<file path="src/hdl/lfs_pkg.sv">
// ----------------------------------------------------------------------------
// lfs_pkg
// Shared types and codes for the linear queue with search.
// ----------------------------------------------------------------------------
package lfs_pkg;

    // Default queue depth and the cap on results of one search or show
    localparam int DEPTH_DEFAULT = 16;
    localparam int RESULT_CAP    = 16;
    localparam int CNT_W         = $clog2(RESULT_CAP + 1);

    typedef logic [2:0]         action_t;
    typedef logic [1:0]         status_t;
    typedef logic [3:0]         position_t;
    typedef logic signed [31:0] value_t;

    // Action codes
    localparam action_t ACT_ENQUEUE = 3'd0;
    localparam action_t ACT_DEQUEUE = 3'd1;
    localparam action_t ACT_SEARCH  = 3'd2;
    localparam action_t ACT_SHOW    = 3'd3;
    localparam action_t ACT_RESET   = 3'd4;

    // Status codes
    localparam status_t ST_OK       = 2'd0;
    localparam status_t ST_EMPTY    = 2'd1;
    localparam status_t ST_FULL     = 2'd2;
    localparam status_t ST_NOTFOUND = 2'd3;

    typedef struct packed {
        action_t action;
        value_t  data_value;
    } request_t;

    typedef struct packed {
        status_t   status;
        position_t position;
        value_t    item_value;
        logic      last;
    } result_t;

    // Controller states
    typedef enum logic [1:0] {
        S_IDLE,
        S_DEQ,
        S_SCAN,
        S_FLUSH
    } state_t;

    // Result the controller asks the datapath to emit
    typedef enum logic [2:0] {
        EMIT_NONE,
        EMIT_ENQ_OK,
        EMIT_ENQ_FULL,
        EMIT_EMPTY,
        EMIT_DEQ,
        EMIT_RESET,
        EMIT_FLUSH
    } emit_t;

    // Controller to datapath commands
    typedef struct packed {
        logic  load;
        logic  push;
        logic  pop;
        logic  clear;
        logic  scan_start;
        logic  scan_step;
        logic  rd_head;
        emit_t emit;
    } cmd_t;

    // Datapath to controller status
    typedef struct packed {
        logic empty;
        logic full;
        logic scan_more;
    } stat_t;

endpackage

</file>
<file path="src/hdl/lfs_ctrl.sv">
// ----------------------------------------------------------------------------
// lfs_ctrl
// Sequencer: decodes each accepted word and steps the datapath through
// enqueue, dequeue, reset, scan and flush.
// ----------------------------------------------------------------------------
module lfs_ctrl
(
    input  logic                clk,
    input  logic                rst_n,
    input  logic                start,
    input  lfs_pkg::action_t    action,
    input  lfs_pkg::stat_t      stat,
    output logic                busy,
    output lfs_pkg::cmd_t       cmd
);

    lfs_pkg::state_t state_reg;
    lfs_pkg::state_t state_next;

    // State register
    always_ff @(posedge clk or negedge rst_n)
    begin
        if (!rst_n)
        begin
            state_reg <= lfs_pkg::S_IDLE;
        end
        else
        begin
            state_reg <= state_next;
        end
    end

    assign busy = (state_reg != lfs_pkg::S_IDLE);

    // Next state and commands
    always_comb
    begin
        state_next = state_reg;
        cmd        = '0;
        cmd.emit   = lfs_pkg::EMIT_NONE;
        case (state_reg)
            lfs_pkg::S_IDLE:
            begin
                if (start)
                begin
                    cmd.load = 1'b1;
                    case (action)
                        lfs_pkg::ACT_ENQUEUE:
                        begin
                            if (stat.full)
                            begin
                                cmd.emit = lfs_pkg::EMIT_ENQ_FULL;
                            end
                            else
                            begin
                                cmd.push = 1'b1;
                                cmd.emit = lfs_pkg::EMIT_ENQ_OK;
                            end
                        end
                        lfs_pkg::ACT_DEQUEUE:
                        begin
                            if (stat.empty)
                            begin
                                cmd.emit = lfs_pkg::EMIT_EMPTY;
                            end
                            else
                            begin
                                cmd.rd_head = 1'b1;
                                state_next  = lfs_pkg::S_DEQ;
                            end
                        end
                        lfs_pkg::ACT_SEARCH, lfs_pkg::ACT_SHOW:
                        begin
                            if (stat.empty)
                            begin
                                cmd.emit = lfs_pkg::EMIT_EMPTY;
                            end
                            else
                            begin
                                cmd.scan_start = 1'b1;
                                state_next     = lfs_pkg::S_SCAN;
                            end
                        end
                        lfs_pkg::ACT_RESET:
                        begin
                            cmd.clear = 1'b1;
                            cmd.emit  = lfs_pkg::EMIT_RESET;
                        end
                        default:
                        begin
                            // unused codes: drop the word
                        end
                    endcase
                end
            end
            lfs_pkg::S_DEQ:
            begin
                cmd.emit   = lfs_pkg::EMIT_DEQ;
                cmd.pop    = 1'b1;
                state_next = lfs_pkg::S_IDLE;
            end
            lfs_pkg::S_SCAN:
            begin
                if (stat.scan_more)
                begin
                    cmd.scan_step = 1'b1;
                end
                else
                begin
                    state_next = lfs_pkg::S_FLUSH;
                end
            end
            lfs_pkg::S_FLUSH:
            begin
                cmd.emit   = lfs_pkg::EMIT_FLUSH;
                state_next = lfs_pkg::S_IDLE;
            end
            default:
            begin
                state_next = lfs_pkg::S_IDLE;
            end
        endcase
    end

endmodule

</file>
<file path="src/hdl/lfs_datapath.sv">
// ----------------------------------------------------------------------------
// lfs_datapath
// Slot memory, head and tail pointers, scan pipeline with one pending match,
// and the registered result word.
// ----------------------------------------------------------------------------
module lfs_datapath
#(
    parameter int DEPTH = lfs_pkg::DEPTH_DEFAULT
)
(
    input  logic                clk,
    input  logic                rst_n,
    input  lfs_pkg::request_t   request,
    input  lfs_pkg::cmd_t       cmd,
    output lfs_pkg::stat_t      stat,
    output logic                result_valid,
    output lfs_pkg::result_t    result
);

    localparam int AW = $clog2(DEPTH);
    localparam int IW = AW + 1;

    lfs_pkg::value_t mem [DEPTH];

    logic [IW-1:0]             head_reg;
    logic [IW-1:0]             head_next;
    logic [IW-1:0]             tail_reg;
    logic [IW-1:0]             tail_next;
    logic [IW-1:0]             scan_idx_reg;
    logic [IW-1:0]             scan_idx_next;
    logic [AW-1:0]             rd_addr;
    lfs_pkg::value_t           rd_data_reg;
    logic                      rd_valid_reg;
    logic [IW-1:0]             rd_idx_reg;
    lfs_pkg::value_t           key_reg;
    logic                      show_reg;
    logic [lfs_pkg::CNT_W-1:0] found_cnt_reg;
    logic [lfs_pkg::CNT_W-1:0] found_cnt_next;
    logic                      pend_valid_reg;
    logic                      pend_valid_next;
    lfs_pkg::position_t        pend_pos_reg;
    lfs_pkg::value_t           pend_value_reg;
    logic                      below_cap;
    logic                      hit;
    logic                      result_valid_reg;
    logic                      result_valid_next;
    lfs_pkg::result_t          result_reg;
    lfs_pkg::result_t          result_next;

    // Status toward the controller
    assign below_cap      = (found_cnt_reg < lfs_pkg::CNT_W'(lfs_pkg::RESULT_CAP));
    assign stat.empty     = (head_reg >= tail_reg);
    assign stat.full      = (tail_reg == IW'(DEPTH));
    assign stat.scan_more = (scan_idx_reg < tail_reg) && below_cap;

    // Read address: head for dequeue, scan index otherwise
    assign rd_addr = cmd.rd_head ? head_reg[AW-1:0] : scan_idx_reg[AW-1:0];

    // Slot memory: write at tail, registered read
    always_ff @(posedge clk)
    begin
        if (cmd.push)
        begin
            mem[tail_reg[AW-1:0]] <= request.data_value;
        end
        rd_data_reg <= mem[rd_addr];
    end

    // A scan read hits when it matches the key, or always for show
    assign hit = rd_valid_reg && below_cap && (show_reg || (rd_data_reg == key_reg));

    // Pointer and scan next values
    always_comb
    begin
        head_next       = head_reg;
        tail_next       = tail_reg;
        scan_idx_next   = scan_idx_reg;
        found_cnt_next  = found_cnt_reg;
        pend_valid_next = pend_valid_reg;
        if (cmd.push)
        begin
            tail_next = tail_reg + IW'(1);
        end
        if (cmd.pop)
        begin
            head_next = head_reg + IW'(1);
        end
        if (cmd.clear)
        begin
            head_next = '0;
            tail_next = '0;
        end
        if (cmd.scan_start)
        begin
            scan_idx_next   = head_reg;
            found_cnt_next  = '0;
            pend_valid_next = 1'b0;
        end
        else if (cmd.scan_step)
        begin
            scan_idx_next = scan_idx_reg + IW'(1);
        end
        if (hit)
        begin
            found_cnt_next  = found_cnt_reg + lfs_pkg::CNT_W'(1);
            pend_valid_next = 1'b1;
        end
    end

    // Control registers
    always_ff @(posedge clk or negedge rst_n)
    begin
        if (!rst_n)
        begin
            head_reg         <= '0;
            tail_reg         <= '0;
            scan_idx_reg     <= '0;
            found_cnt_reg    <= '0;
            pend_valid_reg   <= 1'b0;
            rd_valid_reg     <= 1'b0;
            result_valid_reg <= 1'b0;
        end
        else
        begin
            head_reg         <= head_next;
            tail_reg         <= tail_next;
            scan_idx_reg     <= scan_idx_next;
            found_cnt_reg    <= found_cnt_next;
            pend_valid_reg   <= pend_valid_next;
            rd_valid_reg     <= cmd.scan_step;
            result_valid_reg <= result_valid_next;
        end
    end

    // Payload registers: key, mode, read index, pending match, result word
    always_ff @(posedge clk)
    begin
        if (cmd.load)
        begin
            key_reg  <= request.data_value;
            show_reg <= (request.action == lfs_pkg::ACT_SHOW);
        end
        rd_idx_reg <= scan_idx_reg;
        if (hit)
        begin
            pend_pos_reg   <= lfs_pkg::position_t'(rd_idx_reg);
            pend_value_reg <= rd_data_reg;
        end
        result_reg <= result_next;
    end

    // Build the next result word
    always_comb
    begin
        result_valid_next      = 1'b1;
        result_next.status     = lfs_pkg::ST_OK;
        result_next.position   = '0;
        result_next.item_value = '0;
        result_next.last       = 1'b1;
        case (cmd.emit)
            lfs_pkg::EMIT_ENQ_OK:
            begin
                result_next.position   = lfs_pkg::position_t'(tail_reg);
                result_next.item_value = request.data_value;
            end
            lfs_pkg::EMIT_ENQ_FULL:
            begin
                result_next.status     = lfs_pkg::ST_FULL;
                result_next.item_value = request.data_value;
            end
            lfs_pkg::EMIT_EMPTY:
            begin
                result_next.status = lfs_pkg::ST_EMPTY;
            end
            lfs_pkg::EMIT_DEQ:
            begin
                result_next.position   = lfs_pkg::position_t'(head_reg);
                result_next.item_value = rd_data_reg;
            end
            lfs_pkg::EMIT_RESET:
            begin
                result_next.status = lfs_pkg::ST_OK;
            end
            lfs_pkg::EMIT_FLUSH:
            begin
                if (pend_valid_reg)
                begin
                    result_next.position   = pend_pos_reg;
                    result_next.item_value = pend_value_reg;
                end
                else
                begin
                    result_next.status     = lfs_pkg::ST_NOTFOUND;
                    result_next.item_value = key_reg;
                end
            end
            default:
            begin
                // a new match pushes out the previous pending one
                result_valid_next      = hit && pend_valid_reg;
                result_next.position   = pend_pos_reg;
                result_next.item_value = pend_value_reg;
                result_next.last       = 1'b0;
            end
        endcase
    end

    assign result_valid = result_valid_reg;
    assign result       = result_reg;

`ifndef NO_ASSERTIONS
    // scan reads never land in a cycle where the controller emits a result
    assert property (@(posedge clk) disable iff (!rst_n)
        rd_valid_reg |-> (cmd.emit == lfs_pkg::EMIT_NONE))
        else $error("scan read collides with a controller result");

    // head never passes tail
    assert property (@(posedge clk) disable iff (!rst_n)
        head_reg <= tail_reg)
        else $error("head passed tail");

    // tail stays within the array
    assert property (@(posedge clk) disable iff (!rst_n)
        tail_reg <= IW'(DEPTH))
        else $error("tail beyond depth");

    // matches per scan never exceed the cap
    assert property (@(posedge clk) disable iff (!rst_n)
        found_cnt_reg <= lfs_pkg::CNT_W'(lfs_pkg::RESULT_CAP))
        else $error("match count beyond cap");
`endif

endmodule

</file>
<file path="src/hdl/linear_fifo_with_search.sv">
// ----------------------------------------------------------------------------
// linear_fifo_with_search
// Non-circular array queue with enqueue, dequeue, search, show and reset.
//
//   channel   ports                          handshake
//   request   start, busy, request           taken when start & !busy
//   result    result_valid, result           single-cycle valid, no stall
//
// Enqueue and reset are handled in the accepting cycle; the result appears
// the next cycle and a new word may be taken in that same cycle. Unused
// actions are dropped with no result. Dequeue passes through S_DEQ for the
// registered memory read of the head. Search and show walk the live slots
// from head toward tail in S_SCAN, stopping early at the result cap, and end
// in S_FLUSH. The simple dual-port slot memory reads one slot per cycle.
// rst_n clears head and tail; slot contents are kept.
// The receiver cannot stall; each result word is valid for exactly one cycle.
// ----------------------------------------------------------------------------
module linear_fifo_with_search
#(
    parameter int DEPTH = lfs_pkg::DEPTH_DEFAULT
)
(
    input  logic              clk,
    input  logic              rst_n,
    input  logic              start,
    output logic              busy,
    input  lfs_pkg::request_t request,
    output logic              result_valid,
    output lfs_pkg::result_t  result
);

    lfs_pkg::cmd_t  cmd;
    lfs_pkg::stat_t stat;

    // Sequencer
    lfs_ctrl u_ctrl
    (
        .clk    (clk),
        .rst_n  (rst_n),
        .start  (start),
        .action (request.action),
        .stat   (stat),
        .busy   (busy),
        .cmd    (cmd)
    );

    // Storage and result path
    lfs_datapath #(
        .DEPTH (DEPTH)
    ) u_datapath
    (
        .clk          (clk),
        .rst_n        (rst_n),
        .request      (request),
        .cmd          (cmd),
        .stat         (stat),
        .result_valid (result_valid),
        .result       (result)
    );

endmodule
</file>
<file path="config.mk">
export PLATFORM = sky130hd
export DESIGN_NAME = linear_fifo_with_search
export DESIGN_NICKNAME = d
export VERILOG_FILES = /design/src/hdl/lfs_pkg.sv /design/src/hdl/lfs_ctrl.sv /design/src/hdl/lfs_datapath.sv /design/src/hdl/linear_fifo_with_search.sv
export SDC_FILE = /design/constraint.sdc
export NUM_CORES = 1
export LEC_CHECK = 0
export ABC_AREA = 0
export BUFFER_PORTS_ARGS = -buffer_cell sky130_fd_sc_hd__buf_4
export CAP_MARGIN = 10
export CORE_UTILIZATION = 50
export DETAILED_ROUTE_END_ITERATION = 8
export GPL_TIMING_DRIVEN = 0
export PLACE_DENSITY = 0.66
export SLEW_MARGIN = 40
export SYNTH_ARGS = -nofsm -noshare
export SYNTH_HDL_FRONTEND = slang
export SYNTH_HIERARCHICAL = 1
export SYNTH_SLANG_ARGS = --single-unit
</file>
<file path="constraint.sdc">
create_clock -name clk -period 5.8 [get_ports clk]
set_input_delay 0.29 -clock clk [delete_from_list [all_inputs] [get_ports clk]]
set_output_delay 0.29 -clock clk [all_outputs]
set_load 0.05 [all_outputs]
</file>
# --- Word-level counts from Yosys, hierarchy flattened ---
# Memory sizes are Yosys's and may differ from the RTL's. A register that Yosys moved wholly into a read port is not among the register bits.
# Index checks and enable logic that the tools add are counted.
totals:
  reg_bits: 137
  ramBits: 512
  inputBits: 38
  mem_count: 1
memory_table:
  columns: ["memory", "words", "word_bits", "rd", "rd_ports_with_merged_regs", "wr", "line", "text"]
  rows:
  - ["u_datapath.mem", 16, 32, 1, 1, 1, "lfs_datapath.sv:23", "lfs_pkg::value_t mem [DEPTH];"]
op_classes:
  n_addsub: 4
  order_cmp: 3
  n_eq_ne: 20
  mux: 46
  reduce_logical: 20
ops:
  columns: ["cell", "n"]
  rows:
  - ["$pmux W32 S4", 1]
  - ["$mux W5", 8]
  - ["$eq A32 B32 Y1", 1]
  - ["$mux W32", 1]
  - ["$mux W2", 11]
  - ["$add A5 B1 Y5 const B", 4]
  - ["$pmux W3 S3", 2]
  - ["$mux W1", 16]
  - ["$pmux W4 S4", 1]
  - ["$eq A3 B2 Y1 const B", 4]
  - ["$eq A3 B3 Y1 const B", 4]
  - ["$mux W4", 3]
  - ["$pmux W2 S3", 2]
  - ["$reduce_bool A2 Y1", 5]
  - ["$ne A3 B3 Y1 const B", 3]
  - ["$reduce_or A2 Y1", 4]
  - ["$eq A3 B1 Y1 const B", 2]
  - ["$reduce_or A3 Y1", 2]
  - ["$reduce_or A6 Y1", 1]
  - ["$eq A5 B5 Y1 const B", 1]
  - ["$ge A5 B5 Y1", 1]
  - ["$lt A5 B5 Y1", 1]
  - ["$lt A5 B5 Y1 const B", 1]
  - ["$reduce_and A5 Y1", 1]
  - ["8 further kinds", 13]

# --- Depth between registers and ports, before layout ---
logic_depth:
  depth_word: 8
  depth_mapped: 17

# --- Cells and area by module ---
# The synthesis kept the hierarchy.
by_module_without_submodules:
  columns: ["mod", "instances", "cells_each", "area_per_inst_um2", "seq_area_each_um2"]
  rows:
  - ["lfs_datapath", 1, 1350, 25689.6, 19523.7]
  - ["lfs_ctrl", 1, 30, 212.7, 50.0]

# --- Least setup slack after synthesis ---
# OpenSTA, ideal clock, no wires.
synth_path:
  path_kind: "register to register"
  startpoint: "register u_datapath.tail_reg[0]"
  endpoint: "memory u_datapath/mem[3][0] (netlist name), enable pin"
  setup_ns: 0.461
  arrival_time_ns: 3.786
  required_time_ns: 5.339
  path_slack_ns: 1.553
  path_stages_with_launch: 9
  period_less_slack_ns: 4.247
  path_cell_list: "dfrtp_1 -> inv_1 -> ha_1 -> nand2_1 -> nor3_1 -> nor4_1 -> clkbuf_1 -> nand2_1 -> nor3_1"
synth_rtl:
  columns: ["item", "line", "text"]
  rows:
  - ["start, declared", "lfs_datapath.sv:27", "logic [IW-1:0] tail_reg;"]
  - ["start signal, assigned", "lfs_datapath.sv:126", "tail_reg <= tail_next;"]
  - ["end, declared", "lfs_datapath.sv:23", null]

==> results.cfg <==
[cells_and_area]
drive_gt1_share_pct = 25.2
nFillCells = 3659
largest_reg_flops = 512
fin_nets = 1651
area_delta_synth_final_pct = 18.9
fin_util_pct = 60.2

[global_routing]
antenna_found_initial = 2
grt_pass1_wl_um = 90200
grt_max_degree = 35
grt_pass1_vias = 14000
grtUsageTotal_pct = 23.6
overflow = 0

[routing]
ant_nets = 0
drt-vias-per-instance = 5.91
drt_iter0_markers = 1501
drcViolationCount = 0
wl_per_cell_um = 25.9
vias = 13800
drt-pass1-iter-count = 6
wl_um = 60600

[logic_synthesis]
yosysSeqAreaShare_pct = 75.6
synthArstFlopShare_pct = 3.67
synth_nets = 1434
synthCells = 1380
synth-edff-count = 581
ys.flop_type = edfxtp_1
syn_area_um2 = 25900
yosysWarnings = 6
ys_ff_latch = 681
synth.distinct_cells = 47
syn_avg_cell_area_um2 = 18.8

[clock_tree]
clk_latency_ps = 610
cts_setup_buffers = 0
clk_pin_slew_ps = 60
cts_sinks = 681
htree_levels = 3
cts_buffer_depth = 3
cts-root-buf = clkbuf_16
cts_tree = built
postCtsHoldBufs = 20
cts_inserted_buffers = 69
cts-resized-gates = 0

[power]
power_density_nw_per_um2 = 502
vdd.ir_drop.worst_v = 0.000402
power_leakage_nw = 10.4
power_mw = 15.4

[setup_path]
cp_common_cell = a21o_1
path_class = reg -> reg
path_delay_family = buffers and inverters
r2r-start = u_datapath/tail_reg[2]$_DFFE_PN0P_
crit_path_top_delay_cell = clkbuf_1
end_kind = flip-flop
crit_chain = clkbuf_1 -> inv_1 -> ha_1 -> a21o_1 -> a21o_1 -> a21o_1 -> or3b_1 -> nor2_1 -> buf_4 -> mux2i_1 -> buf_2 -> clkbuf_1 -> mux4_2 -> a211oi_1 -> a31oi_1
cp-start-kind = flip-flop
timing.rr.end = u_datapath/rd_data_reg[19]$_DFF_P_
max_stage_delay_ps = 630
worstPathArrival_ps = 5520
ff2ff_path_depth = 15
crit_buf_inv = 5
crit_required_ps = 6240
r2r_slack_ps = 730
crit_fanout = 10

[floorplan]
dieArea_um2 = 52700
core_area_um2 = 51200
row_count = 83
die_h_um = 230
io_pins = 79
initial_core_util_pct = 50.6
die_w_um = 230

[timing]
final.min_clock_period_ps = 5070
max_freq_mhz = 197
worstMarginPinSlew_ps = 795
setup_viol = 0
rsz0062_at_grt = no
hold_viol_final = 0
setup_tns_ps = 0
final.setup_skew_ps = 20.0
slew_headroom_pct = 47.0
fin_crit_sh_pct = 87.4
worst_slack_ps = 728
slew_violations = 0

[placed_design]
numPortBuffers = 78
dp_hpwl_um = 41300
place_congestion = 0.816
preCtsSetupSlack_ps = 689

[hold_path]
hp-start = request[24]
hp-class = in -> reg
hold_path_depth = 1
hold-path-endpoint = u_datapath/mem[12][24]$_DFFE_PP_

[job]
max-cap-violations = 0

[run_status]
status = finished clean
[where the power goes]
part           internal, mW  switching, mW
clock network          2.73           1.86
logic                  1.83           2.87
registers              5.83          0.332
[how the worst max path moves through the flow]
stage	start	to	slack [ps]	depth (start not counted)
floorplan	u_datapath/tail_reg[0]$_DFFE_PN0P_	u_datapath/mem[3][0]$_DFFE_PP_	1550	8
global placement	u_datapath/tail_reg[3]$_DFFE_PN0P_	u_datapath/mem[3][0]$_DFFE_PP_	-1470	8
detailed placement	u_datapath/tail_reg[2]$_DFFE_PN0P_	u_datapath/rd_data_reg[10]$_DFF_P_	690	15
CTS	u_datapath/tail_reg[2]$_DFFE_PN0P_	u_datapath/rd_data_reg[9]$_DFF_P_	640	15
global route	u_datapath/tail_reg[2]$_DFFE_PN0P_	u_datapath/rd_data_reg[19]$_DFF_P_	510	15
finish	u_datapath/tail_reg[2]$_DFFE_PN0P_	u_datapath/rd_data_reg[19]$_DFF_P_	730	15
[cells in the mapped netlist, types with 10 or more instances]
master / instances / area [um2]
edfxtp_1: 581 / 17400
dfrtp_1: 25 / 626
a31oi_1: 37 / 231
clkbuf_1: 44 / 165
xnor2_1: 39 / 342
nor2_1: 33 / 124
ha_1: 16 / 200
inv_1: 14 / 52.6
a222oi_1: 36 / 360
nand2_1: 154 / 578
buf_2: 10 / 50.1
mux4_2: 128 / 2880
nand4_1: 17 / 106
a21o_1: 10 / 75.1
and2_1: 35 / 219
a211oi_1: 33 / 248
dfxtp_1: 75 / 1500
[per-layer routing]
metal | global-route usage [%] | wire length (um)
met5 | 0 | 0
met4 | 8.17 | 1660
met1 | 31.8 | 24800
met3 | 4.83 | 4250
met2 | 38.3 | 29800
[area by class of cell]
type | instances | area (um2) | share of cell area [%]
repair buffers | 146 | 1510 | 4.90
flip-flops and latches | 681 | 19600 | 63.6
multi-input cells | 615 | 6090 | 19.8
diodes | 2 | 5.00 | 0.0163
plain buffers | 70 | 364 | 1.18
clock buffers | 86 | 1880 | 6.11
clock inverters | 42 | 467 | 1.52
inverters | 14 | 52.6 | 0.171
well taps | 680 | 851 | 2.76
[cells by family (layout without fill, tap and decap cells)]
logic type               count (synthesis)  count (layout)  share of synthesized area [%]
flip-flops                             681             681                           75.6
AND/OR/NAND/NOR                        280             280                           4.99
multiplexers                           138             138                           11.5
AO/OA/AOI/OAI                          137             137                           4.05
buffers and inverters                   84             358                           1.60
XOR/XNOR                                44              44                           1.49
adder cells (fa/ha/maj)                 16              16                          0.773
other                                    0               2                              0
[through the flow]
| step | cells | hold WS (ps) | cell area, um2 |
|---|---|---|---|
| CTS | 2333 | 0.00511 | 30800 |
| global route | 2334 | 17.7 | 30800 |
| detailed placement | 2185 | 227 | 28200 |
| finish | 2336 | 23.2 | 30800 |
| global placement | 2138 | 223 | 27300 |
| floorplan | 1380 | -5.59 | 25900 |
[placed cells by master (no fill, tap or decap), drive strengths merged, types with 2 or more instances in the layout]
master	instances
clkinvlp	3
mux2i	8
or3b	2
o21ai	9
diode	2
clkinv	22
nor2b	6
nand2b	7
bufinv	9
nand4	17
mux2	2
dfrtp	25
a211oi	33
a31oi	37
buf	151
and2	35
clkbuf	131
dfxtp	75
o2bb2ai	3
dlygate4sd3	20
nand3	7
nor2	33
edfxtp	581
xor2	5
xnor2	39
nor4	3
inv	22
nor3b	3
a21o	10
a222oi	36
ha	16
mux4	128
nand2	154
nor3	7
a21oi	4
Power figures use the tool's default switching activity.
